`src/hw/rtl/sle_pkg.sv`:
```
// Shared types and codes for the sorted list engine.
// Holds the request and result payloads and the control word passed along the cell chain.
// No dependencies.
package sle_pkg;

  localparam logic [1:0] OP_INSERT = 2'd0;
  localparam logic [1:0] OP_REMOVE = 2'd1;
  localparam logic [1:0] OP_SEARCH = 2'd2;
  localparam logic [1:0] OP_NOP    = 2'd3;

  localparam logic [1:0] ST_OK       = 2'd0;
  localparam logic [1:0] ST_FULL     = 2'd1;
  localparam logic [1:0] ST_NOTFOUND = 2'd2;

  localparam int VALUE_FIELD_W = 32;
  localparam int POSITION_W    = 4;
  localparam int COUNT_W       = 5;

  typedef struct packed {
    logic [1:0]                      opcode;
    logic signed [VALUE_FIELD_W-1:0] value;
  } in_t;

  typedef struct packed {
    logic [1:0]            status;
    logic                  found;
    logic [POSITION_W-1:0] position;
    logic [COUNT_W-1:0]    entry_count;
  } out_t;

  typedef struct packed {
    logic       active;
    logic [1:0] op;
    logic       full;
    logic       hit;
  } wave_ctl_t;

endpackage

```
`src/hw/rtl/sle_cell.sv`:
```
// One cell of the sorted list chain: holds one entry and passes the request wave on.
// Depends on sle_pkg for the control word and opcodes.
// Instantiated by sorted_list_engine_top.
module sle_cell #(
  parameter int VALUE_WIDTH = 32,
  parameter int DEPTH       = 16,
  parameter int IDX         = 0
) (
  input  logic                                clk,
  input  logic                                rst_n,
  input  logic [$clog2(DEPTH+1)-1:0]          count_i,
  input  sle_pkg::wave_ctl_t                  ctl_i,
  input  logic signed [VALUE_WIDTH-1:0]       key_i,
  input  logic signed [VALUE_WIDTH-1:0]       carry_i,
  input  logic [$clog2(DEPTH)-1:0]            pos_i,
  input  logic signed [VALUE_WIDTH-1:0]       next_entry_i,
  output logic signed [VALUE_WIDTH-1:0]       entry_o,
  output sle_pkg::wave_ctl_t                  ctl_o,
  output logic signed [VALUE_WIDTH-1:0]       key_o,
  output logic signed [VALUE_WIDTH-1:0]       carry_o,
  output logic [$clog2(DEPTH)-1:0]            pos_o
);
  import sle_pkg::*;

  localparam int CW = $clog2(DEPTH + 1);
  localparam int IW = $clog2(DEPTH);
  localparam logic [CW-1:0] IDX_C = CW'(IDX);
  localparam logic [IW-1:0] IDX_P = IW'(IDX);

  logic signed [VALUE_WIDTH-1:0] entry_r, entry_nxt;
  logic signed [VALUE_WIDTH-1:0] key_r, carry_r, carry_nxt;
  logic [IW-1:0]                 pos_r, pos_nxt;
  wave_ctl_t                     ctl_r, ctl_nxt;

  logic valid;
  logic in_reach;
  logic is_insert;
  logic is_lookup;
  logic take_ins;
  logic match;

  always_comb begin
    valid     = IDX_C < count_i;
    in_reach  = IDX_C <= count_i;
    is_insert = ctl_i.active && (ctl_i.op == OP_INSERT) && !ctl_i.full;
    is_lookup = ctl_i.active && ((ctl_i.op == OP_REMOVE) || (ctl_i.op == OP_SEARCH));
    take_ins  = is_insert && in_reach && (ctl_i.hit || !valid || (entry_r >= key_i));
    match     = is_lookup && valid && !ctl_i.hit && (entry_r == key_i);

    entry_nxt = entry_r;
    carry_nxt = carry_i;
    pos_nxt   = pos_i;
    ctl_nxt   = ctl_i;

    if (take_ins) begin
      entry_nxt   = carry_i;
      carry_nxt   = entry_r;
      ctl_nxt.hit = 1'b1;
      if (!ctl_i.hit) begin
        pos_nxt = IDX_P;
      end
    end

    if (match) begin
      ctl_nxt.hit = 1'b1;
      pos_nxt     = IDX_P;
    end

    if (is_lookup && (ctl_i.op == OP_REMOVE) && valid && (ctl_i.hit || match)) begin
      entry_nxt = next_entry_i;
    end
  end

  always_ff @(posedge clk) begin
    if (!rst_n) begin
      ctl_r <= '0;
    end else begin
      ctl_r <= ctl_nxt;
    end
    entry_r <= entry_nxt;
    key_r   <= key_i;
    carry_r <= carry_nxt;
    pos_r   <= pos_nxt;
  end

  assign entry_o = entry_r;
  assign ctl_o   = ctl_r;
  assign key_o   = key_r;
  assign carry_o = carry_r;
  assign pos_o   = pos_r;

endmodule

```
`src/hw/rtl/sorted_list_engine_top.sv`:
```
// Top level of the sorted list engine: request intake, cell chain, result register.
// Depends on sle_pkg and sle_cell.
// Each request travels the cell chain as a wave, one cell per clock.
//
// The engine keeps up to DEPTH signed values in ascending order and serves insert,
// remove-first-equal and search requests one at a time. A request travels the row of
// DEPTH cells one cell per clock, then the result register. in_ready returns high
// in the cycle after the result is formed if the output register is free; else the
// result waits in a hold register and in_ready stays low until it moves on. The
// result register lets a new request start while the last result waits on out_ready.
module sorted_list_engine_top #(
  parameter int DEPTH       = 16,
  parameter int VALUE_WIDTH = 32
) (
  input  logic          clk,
  input  logic          rst_n,
  input  logic          in_valid,
  output logic          in_ready,
  input  sle_pkg::in_t  in_data,
  output logic          out_valid,
  input  logic          out_ready,
  output sle_pkg::out_t out_data
);
  import sle_pkg::*;

  localparam int CW = $clog2(DEPTH + 1);
  localparam int IW = $clog2(DEPTH);
  localparam logic [CW-1:0] DEPTH_C = CW'(DEPTH);
  localparam logic [CW-1:0] ONE_C   = CW'(1);

  wave_ctl_t                     ctl_w   [DEPTH+1];
  logic signed [VALUE_WIDTH-1:0] key_w   [DEPTH+1];
  logic signed [VALUE_WIDTH-1:0] carry_w [DEPTH+1];
  logic [IW-1:0]                 pos_w   [DEPTH+1];
  logic signed [VALUE_WIDTH-1:0] entry_w [DEPTH+1];

  logic [CW-1:0] count_r, count_nxt;
  logic          busy_r;
  logic          hold_valid_r;
  out_t          hold_r;
  logic          out_valid_r;
  out_t          out_r;

  logic      accept;
  logic      done;
  logic      out_free;
  wave_ctl_t last;
  out_t      res;

  assign in_ready = !busy_r && !hold_valid_r;
  assign accept   = in_valid && in_ready;

  always_comb begin
    ctl_w[0].active = accept;
    ctl_w[0].op     = in_data.opcode;
    ctl_w[0].full   = count_r == DEPTH_C;
    ctl_w[0].hit    = 1'b0;
    key_w[0]        = VALUE_WIDTH'(in_data.value);
    carry_w[0]      = VALUE_WIDTH'(in_data.value);
    pos_w[0]        = '0;
    entry_w[DEPTH]  = '0;
  end

  for (genvar i = 0; i < DEPTH; i++) begin : g_cell
    sle_cell #(
      .VALUE_WIDTH(VALUE_WIDTH),
      .DEPTH      (DEPTH),
      .IDX        (i)
    ) u_cell (
      .clk         (clk),
      .rst_n       (rst_n),
      .count_i     (count_r),
      .ctl_i       (ctl_w[i]),
      .key_i       (key_w[i]),
      .carry_i     (carry_w[i]),
      .pos_i       (pos_w[i]),
      .next_entry_i(entry_w[i+1]),
      .entry_o     (entry_w[i]),
      .ctl_o       (ctl_w[i+1]),
      .key_o       (key_w[i+1]),
      .carry_o     (carry_w[i+1]),
      .pos_o       (pos_w[i+1])
    );
  end

  always_comb begin
    last      = ctl_w[DEPTH];
    done      = last.active;
    count_nxt = count_r;
    res       = '0;
    unique case (last.op)
      OP_INSERT: begin
        if (last.full) begin
          res.status = ST_FULL;
        end else begin
          res.status   = ST_OK;
          res.position = POSITION_W'(pos_w[DEPTH]);
          count_nxt    = count_r + ONE_C;
        end
      end
      OP_REMOVE, OP_SEARCH: begin
        if (last.hit) begin
          res.status   = ST_OK;
          res.found    = 1'b1;
          res.position = POSITION_W'(pos_w[DEPTH]);
          if (last.op == OP_REMOVE) begin
            count_nxt = count_r - ONE_C;
          end
        end else begin
          res.status = ST_NOTFOUND;
        end
      end
      default: begin
        res.status = ST_OK;
      end
    endcase
    res.entry_count = COUNT_W'(count_nxt);
    out_free        = !out_valid_r || out_ready;
  end

  always_ff @(posedge clk) begin
    if (!rst_n) begin
      count_r      <= '0;
      busy_r       <= 1'b0;
      hold_valid_r <= 1'b0;
      out_valid_r  <= 1'b0;
    end else begin
      if (accept) begin
        busy_r <= 1'b1;
      end
      if (done) begin
        busy_r  <= 1'b0;
        count_r <= count_nxt;
        if (out_free) begin
          out_valid_r <= 1'b1;
        end else begin
          hold_valid_r <= 1'b1;
        end
      end else if (hold_valid_r && out_free) begin
        out_valid_r  <= 1'b1;
        hold_valid_r <= 1'b0;
      end else if (out_ready) begin
        out_valid_r <= 1'b0;
      end
    end
    if (done) begin
      if (out_free) begin
        out_r <= res;
      end else begin
        hold_r <= res;
      end
    end else if (hold_valid_r && out_free) begin
      out_r <= hold_r;
    end
  end

  assign out_valid = out_valid_r;
  assign out_data  = out_r;

endmodule
```
`config.mk`:
```
export PLATFORM = sky130hd
export DESIGN_NAME = sorted_list_engine_top
export DESIGN_NICKNAME = d
export VERILOG_FILES = /design/src/hw/rtl/sle_pkg.sv /design/src/hw/rtl/sle_cell.sv /design/src/hw/rtl/sorted_list_engine_top.sv
export SDC_FILE = /design/constraint.sdc
export NUM_CORES = 2
export LEC_CHECK = 0
export ABC_AREA = 1
export BUFFER_PORTS_ARGS = -buffer_cell sky130_fd_sc_hd__buf_2
export CAP_MARGIN = 20
export CELL_PAD_IN_SITES_DETAIL_PLACEMENT = 1
export CELL_PAD_IN_SITES_GLOBAL_PLACEMENT = 1
export CORE_MARGIN = 2
export CORE_UTILIZATION = 49
export DETAILED_ROUTE_END_ITERATION = 7
export PLACE_DENSITY = 0.88
export RECOVER_POWER = 25
export SETUP_SLACK_MARGIN = 0.15
export SYNTH_ARGS = -nofsm -noshare
export SYNTH_HDL_FRONTEND = slang
export SYNTH_SLANG_ARGS = --single-unit
```
`constraint.sdc`:
```
create_clock -name clk -period 3.3 [get_ports clk]
set_input_delay 0.495 -clock clk [delete_from_list [all_inputs] [get_ports clk]]
set_output_delay 0.495 -clock clk [all_outputs]
set_load 0.03 [all_outputs]
```
# Word level (Yosys, flattened, before mapping)
# Index checks and enable logic that the tools add are counted.
classes:
  n_addsub: 2
  n_bitwise: 3
  magnitude_cmp: 48
  n_mux: 128
  n_eq_ne: 53
  n_reduce_logical: 332
ops:
  columns: ["operator", "n"]
  rows:
  - ["two-way mux 32 bit", 45]
  - ["equality test 32 bit", 16]
  - ["greater-or-equal comparator 32 bit", 16]
  - ["logical AND 1 bit", 178]
  - ["two-way mux 4 bit", 29]
  - ["logical OR 1 bit", 63]
  - ["logical NOT 1 bit", 50]
  - ["two-way mux 1 bit", 43]
  - ["less-or-equal comparator 4 x 5 -> 1 bit, first input constant", 8]
  - ["< comparator 4 x 5 -> 1 bit, first input constant", 8]
  - ["two-way mux 12 bit", 3]
  - ["equality test 2 x 1 -> 1 bit, second input constant", 17]
  - ["equality test 2 bit, second input constant", 17]
  - ["logical NOT 2 bit", 17]
  - ["nonzero test 2 bit", 16]
  - ["less-or-equal comparator 3 x 5 -> 1 bit, first input constant", 4]
  - ["< comparator 3 x 5 -> 1 bit, first input constant", 4]
  - ["two-way mux 5 bit", 4]
  - ["less-or-equal comparator 1 x 5 -> 1 bit, first input constant", 2]
  - ["less-or-equal comparator 2 x 5 -> 1 bit, first input constant", 2]
  - ["< comparator 1 x 5 -> 1 bit, first input constant", 2]
  - ["< comparator 2 x 5 -> 1 bit, first input constant", 2]
  - ["one-hot mux 5 bit (2 select lines)", 1]
  - ["one-hot mux 4 bit (2 select lines)", 1]
  - ["10 further kinds", 18]
totals:
  in_bits: 38
  reg_bits: 1644

# Depth between registers and ports, before layout
depth:
  ltp_word: 9
  ltp_mapped: 20
  ltp_nobuf: 18

# By module
# From an unflattened synthesis, not the netlist that was laid out.
unflattened:
  cells_unflattened: 8091
  area_unflattened_um2: 74535.2
by_module_without_submodules:
  columns: ["mod", "area_per_inst_um2", "n_inst", "cells_each"]
  rows:
  - ["sle_cell at g_cell[9].u_cell", 4628.2, 1, 505]
  - ["sle_cell at g_cell[10].u_cell", 4585.6, 1, 507]
  - ["sle_cell at g_cell[14].u_cell", 4581.9, 1, 504]
  - ["sle_cell at g_cell[1].u_cell", 4579.4, 1, 505]
  - ["sle_cell at g_cell[12].u_cell", 4576.9, 1, 499]
  - ["sle_cell at g_cell[11].u_cell", 4565.6, 1, 500]
  - ["sle_cell at g_cell[3].u_cell", 4565.6, 1, 502]
  - ["sle_cell at g_cell[5].u_cell", 4565.6, 1, 499]
  - ["sle_cell at g_cell[8].u_cell", 4563.1, 1, 435]
  - ["sle_cell at g_cell[13].u_cell", 4561.9, 1, 497]
  - ["sle_cell at g_cell[0].u_cell", 4558.1, 1, 506]
  - ["sle_cell at g_cell[7].u_cell", 4543.1, 1, 496]
  - ["sle_cell at g_cell[15].u_cell", 4538.1, 1, 495]
  - ["sle_cell at g_cell[4].u_cell", 4535.6, 1, 505]
  - ["+3 rows", null, null, null]

# Least setup slack after synthesis
# Ideal clock, no wire load.
synth_timing:
  path_type: "input to register"
  from: "input port in_data[31] (netlist name)"
  to: "register g_cell[0].u_cell.entry_r[0], enable pin"
  slack_ns: 0.247
  path_stages: 13
  t_arrival_ns: 2.663
  setup_ns: 0.389
  required_ns: 2.911
  path_buffers: 1
  cell_sequence: "inv_1 -> ha_1 -> nand2_1 -> nor2_1 -> nand2_1 -> nor4_2 -> nand2_1 -> nand2_1 -> nand2_1 -> nand3_1 -> nand2_1 -> buf_2 -> nand2_1"
synth_between:
  elab_chain_len: 4
  elab_cells_between_ends: 7
  classes_between: "order compare: 1; eq/ne: 1; reduce/logical: 5"
synth_rtl:
  columns: ["element", "line_no", "rtl"]
  rows:
  - ["start, declared", "sorted_list_engine_top.sv:19", "input sle_pkg::in_t in_data,"]
  - ["greater-or-equal comparator 32 bit / equality test 32 bit (equally long branches)", "sle_cell.sv:47, sle_cell.sv:48", null]
  - ["logical OR 1 bit / logical AND 1 bit (equally long branches)", "sle_cell.sv:47, sle_cell.sv:48", null]
  - ["logical AND 1 bit (on tied branches)", "sle_cell.sv:47, sle_cell.sv:69", null]
  - ["nonzero test 2 bit (no source line) *", null, null]
  - ["end signal, assigned", "sle_cell.sv:80", "entry_r <= entry_nxt;"]
  - ["end, declared", "sle_cell.sv:30", "logic signed [VALUE_WIDTH-1:0] entry_r, entry_nxt;"]
# Mark *: on every way between the ends. The rest lies on a longest branch, timed or not.
# A chain may end at the register's enable or synchronous reset.

# Worst setup path in the final report
layout_timing:
  from: "register count_r[0]"
  to: "register g_cell[8].u_cell.entry_r[13] (data pin)"
layout_between:
  elab_chain_len: 7
  elab_cells_between_ends: 8
  classes_between: "order compare: 1; mux: 1; reduce/logical: 6"
layout_rtl:
  columns: ["element", "line_no", "rtl"]
  rows:
  - ["start, declared", "sorted_list_engine_top.sv:37", "logic [CW-1:0] count_r, count_nxt;"]
  - ["start signal, assigned", "sorted_list_engine_top.sv:133", "count_r <= count_nxt;"]
  - ["< comparator 4 x 5 -> 1 bit *", "sle_cell.sv:43", "valid = IDX_C < count_i;"]
  - ["logical AND 1 bit (3 in a row)", "sle_cell.sv:48", "match = is_lookup && valid && !ctl_i.hit && (entry_r == key_i);"]
  - ["logical OR 1 bit", "sle_cell.sv:69", "if (is_lookup && (ctl_i.op == OP_REMOVE) && valid && (ctl_i.hit || match)) begin"]
  - ["logical AND 1 bit *", "sle_cell.sv:69", null]
  - ["two-way mux 32 bit *", "sle_cell.sv:69", null]
  - ["net g_cell[8].u_cell.entry_nxt[13]", "sle_cell.sv:30", null]
  - ["end signal, assigned", "sle_cell.sv:80", null]
  - ["end, declared", "sle_cell.sv:30", null]
# Mark *: on every way through the listed nets, which the timed path passes. The rest lies on a longest branch.

==> flow_metrics.env <==
export IMPL_gp_congestion=0.889
export IMPL_die_y_um=380
export IMPL_ios=52
export IMPL_avgSynthCellArea_um2=8.82
export IMPL_avgRoutedWirePerCell_um=29.3
export IMPL_stdcell_count=10100
export IMPL_via_per_inst=6.21
export IMPL_fill_cells=15700
export IMPL_placedCellCount=9674
export IMPL_finalInstanceArea_um2=79300
export IMPL_status="finished with violations"
export IMPL_cts_path_max_buffers=3
export IMPL_final_setup_viol_count=322
export IMPL_overflow=0
export IMPL_synth_fp_nets=8429
export IMPL_io_buffers=51
export IMPL_slew_headroom=0.347
export IMPL_layout_common_cells="nand2_1, inv_1, dfxtp_1"
export IMPL_violations="setup timing"
export IMPL_min_period_over_period=1.08
export IMPL_synth_edf_count=504
export IMPL_hold_class="in -> reg"
export IMPL_start_util=0.495
export IMPL_vias=62400
export IMPL_end_kind="flop"
export IMPL_fin_skew_ps=49.6
export IMPL_final_nets=8627
export IMPL_cellLeakagePower_nw=39.2
export IMPL_ys_flop_type="dfxtp_1"
export IMPL_cts_root_buffer="clkbuf_16"
export IMPL_dpl_hpwl_um=155000
export IMPL_slew_violations=0
export IMPL_grt_max_degree=67
export IMPL_firstDrtPassIters=8
export IMPL_grt_usage=0.352
export IMPL_powerDensity_nw_per_um2=572
export IMPL_coreArea_um2=140000
export IMPL_fp_dieArea_um2=144000
export IMPL_worstSetupPathType="reg -> reg"
export IMPL_clock_latency_ps=870
export IMPL_rows=137
export IMPL_antenna_found_initial=9
export IMPL_drc_errors=0
export IMPL_synth_seq_area_share=0.546
export IMPL_drive_gt1_frac=0.0861
export IMPL_clock_sinks=1633
export IMPL_drtAntennaViolNets=0
export IMPL_finalCoreUtilization=0.567
export IMPL_synthToLayoutAreaGrowth_pct=14.7
export IMPL_rsz0062_at_grt="yes"
export IMPL_clkTransAtPathRegs_ps=70
export IMPL_cp_arrival_ps=4150
export IMPL_ys_types=54
export IMPL_synthArstFlopShare=0
export IMPL_dpl_instance_area_um2=72300
export IMPL_tns_ps=-26050
export IMPL_peakVddDrop_v=0.000572
export IMPL_grt_pass1_wl_um=396000
export IMPL_multi_input_area_um2=25800
export IMPL_cp_start_kind="flop"
export IMPL_die_x_um=380
export IMPL_register_area_um2=37700
export IMPL_finalHoldViolations=0
export IMPL_fin_crit_ps=3560
export IMPL_cp_required_ps=3890
export IMPL_tightestPinTransition_ps=969
export IMPL_synthCells=7839
export IMPL_cap_violations=0
export IMPL_cts_tree="built"
export IMPL_worst_slack_ps=-257
export IMPL_drt_iter0_markers=7497
export IMPL_wl_um=295000
export IMPL_synth_seq_cells=1633
export IMPL_hold_ws_ps=278
export IMPL_crit_fanout=64
export IMPL_htreeDepth=4
export IMPL_mostFrequentLayoutCell="nand2_1"
export IMPL_fmax_ghz=0.281
export IMPL_ys_warnings_count=0
export IMPL_cts_made_buffers=165
export IMPL_grt_pass1_vias=65300
export IMPL_synth_area_um2=69100
==> repair_timing <==
action | in CTS | in global routing
gates resized for setup | 36 | 116
setup buffers | 4 | 21
cloned | 0 | 10
hold endpoints to repair | 73 | 0
pin swaps | 4 | 11
endpoints found under the setup margin | 555 | 1022
hold buffers | 36 | 0
==> cells in the mapped netlist, types with 7 or more instances <==
cell type,number,share of area
nand2_1,2190,0.12
inv_1,1256,0.068
dfxtp_1,1129,0.33
nand3_1,645,0.047
ha_1,552,0.10
edfxtp_1,504,0.22
o21ai_0,292,0.021
a21oi_1,271,0.020
nor2_1,258,0.014
o21ai_1,148,0.011
clkbuf_1,122,0.0066
buf_2,115,0.0083
nand4_1,50,0.0045
o21ai_2,49,0.0062
o21a_1,33,0.0036
mux2_2,31,0.0050
o21bai_1,27,0.0029
nor3_1,25,0.0018
buf_6,17,0.0028
buf_4,10,0.0011
inv_2,9,0.00049
nand2_2,8,0.00072
nand3b_1,7,0.00076
nor3_2,7,0.0010
==> per-stage QoR <==
| stage | setup slack [ps] | power, W |
|---|---|---|
| floorplan | 247 | 0.0236 |
| global placement | 18.5 | 0.0241 |
| detailed placement | -83.8 | 0.0244 |
| CTS | 151 | 0.0443 |
| global route | -174 | 0.0461 |
| finish | -257 | 0.0454 |
==> critical path, stage by stage, from the launching register on <==
cell     delay, ps
dfxtp_1        560
inv_2          240
o21ai_2        320
nand2_1        370
nor2_2         310
nand4_1        380
nand2_1        240
nand4_1        130
buf_4          200
buf_12         180
nand2_1        150
o21ai_1        120
==> metal layers <==
metal	track usage	wire length (µm)
met4	0.273	32500
met1	0.378	97500
met5	0	23
met3	0.0620	25700
met2	0.615	139000
==> where the power goes <==
group          internal (W)  switching (W)  leakage (nW)
sequential           0.0215       0.000673          14.0
combinational      0.000832        0.00165          22.5
clock                0.0115        0.00925          2.76
==> cells by family (layout without fill, tap and decap cells) <==
logic type / after synthesis / count (layout) / synth area share
AND/OR/NAND/NOR: 3241 / 3241 / 0.195
flip-flops: 1633 / 1633 / 0.546
buffers and inverters: 1540 / 1874 / 0.0881
AO/OA/AOI/OAI: 842 / 842 / 0.0665
adder cells (fa/ha/maj): 552 / 552 / 0.0999
multiplexers: 31 / 31 / 0.00505
other: 0 / 5 / 0
==> area by class of cell <==
class,instances,share of cell area
clock buffers,239,0.0615
repair buffers,300,0.0374
well taps,1876,0.0296
flip-flops and latches,1633,0.476
multi-input cells,4666,0.326
clock inverters,64,0.00907
inverters,1271,0.0602
diodes,5,0.000158
==> sequential cells by signal (all words and copies together) (netlist names) <==
register,cells
hold_valid_r,1
out_valid,1
g_cell.u_cell.carry_o,480
out_data,12
g_cell.u_cell.ctl_o,80
hold_r,12
count_r,5
g_cell.u_cell.key_o,480
busy_r,1
g_cell.u_cell.pos_o,49
g_cell.u_cell.entry_o,512
==> path summary, 6_finish.rpt <==
check | cells past startpoint | startpoint | slack (ps) | to
setup / recovery | 11 | count_r[0] | -260 | g_cell[8].u_cell.entry_o[13]
hold / removal | 3 | rst_n | 280 | g_cell[14].u_cell.ctl_o[0]
setup reg to reg | 11 | count_r[0] | -260 | g_cell[8].u_cell.entry_o[13]
hold reg to reg | 0 | g_cell[2].u_cell.key_o[16] | 340 | g_cell[3].u_cell.key_o[16]
(Power assumes the default switching activity.)
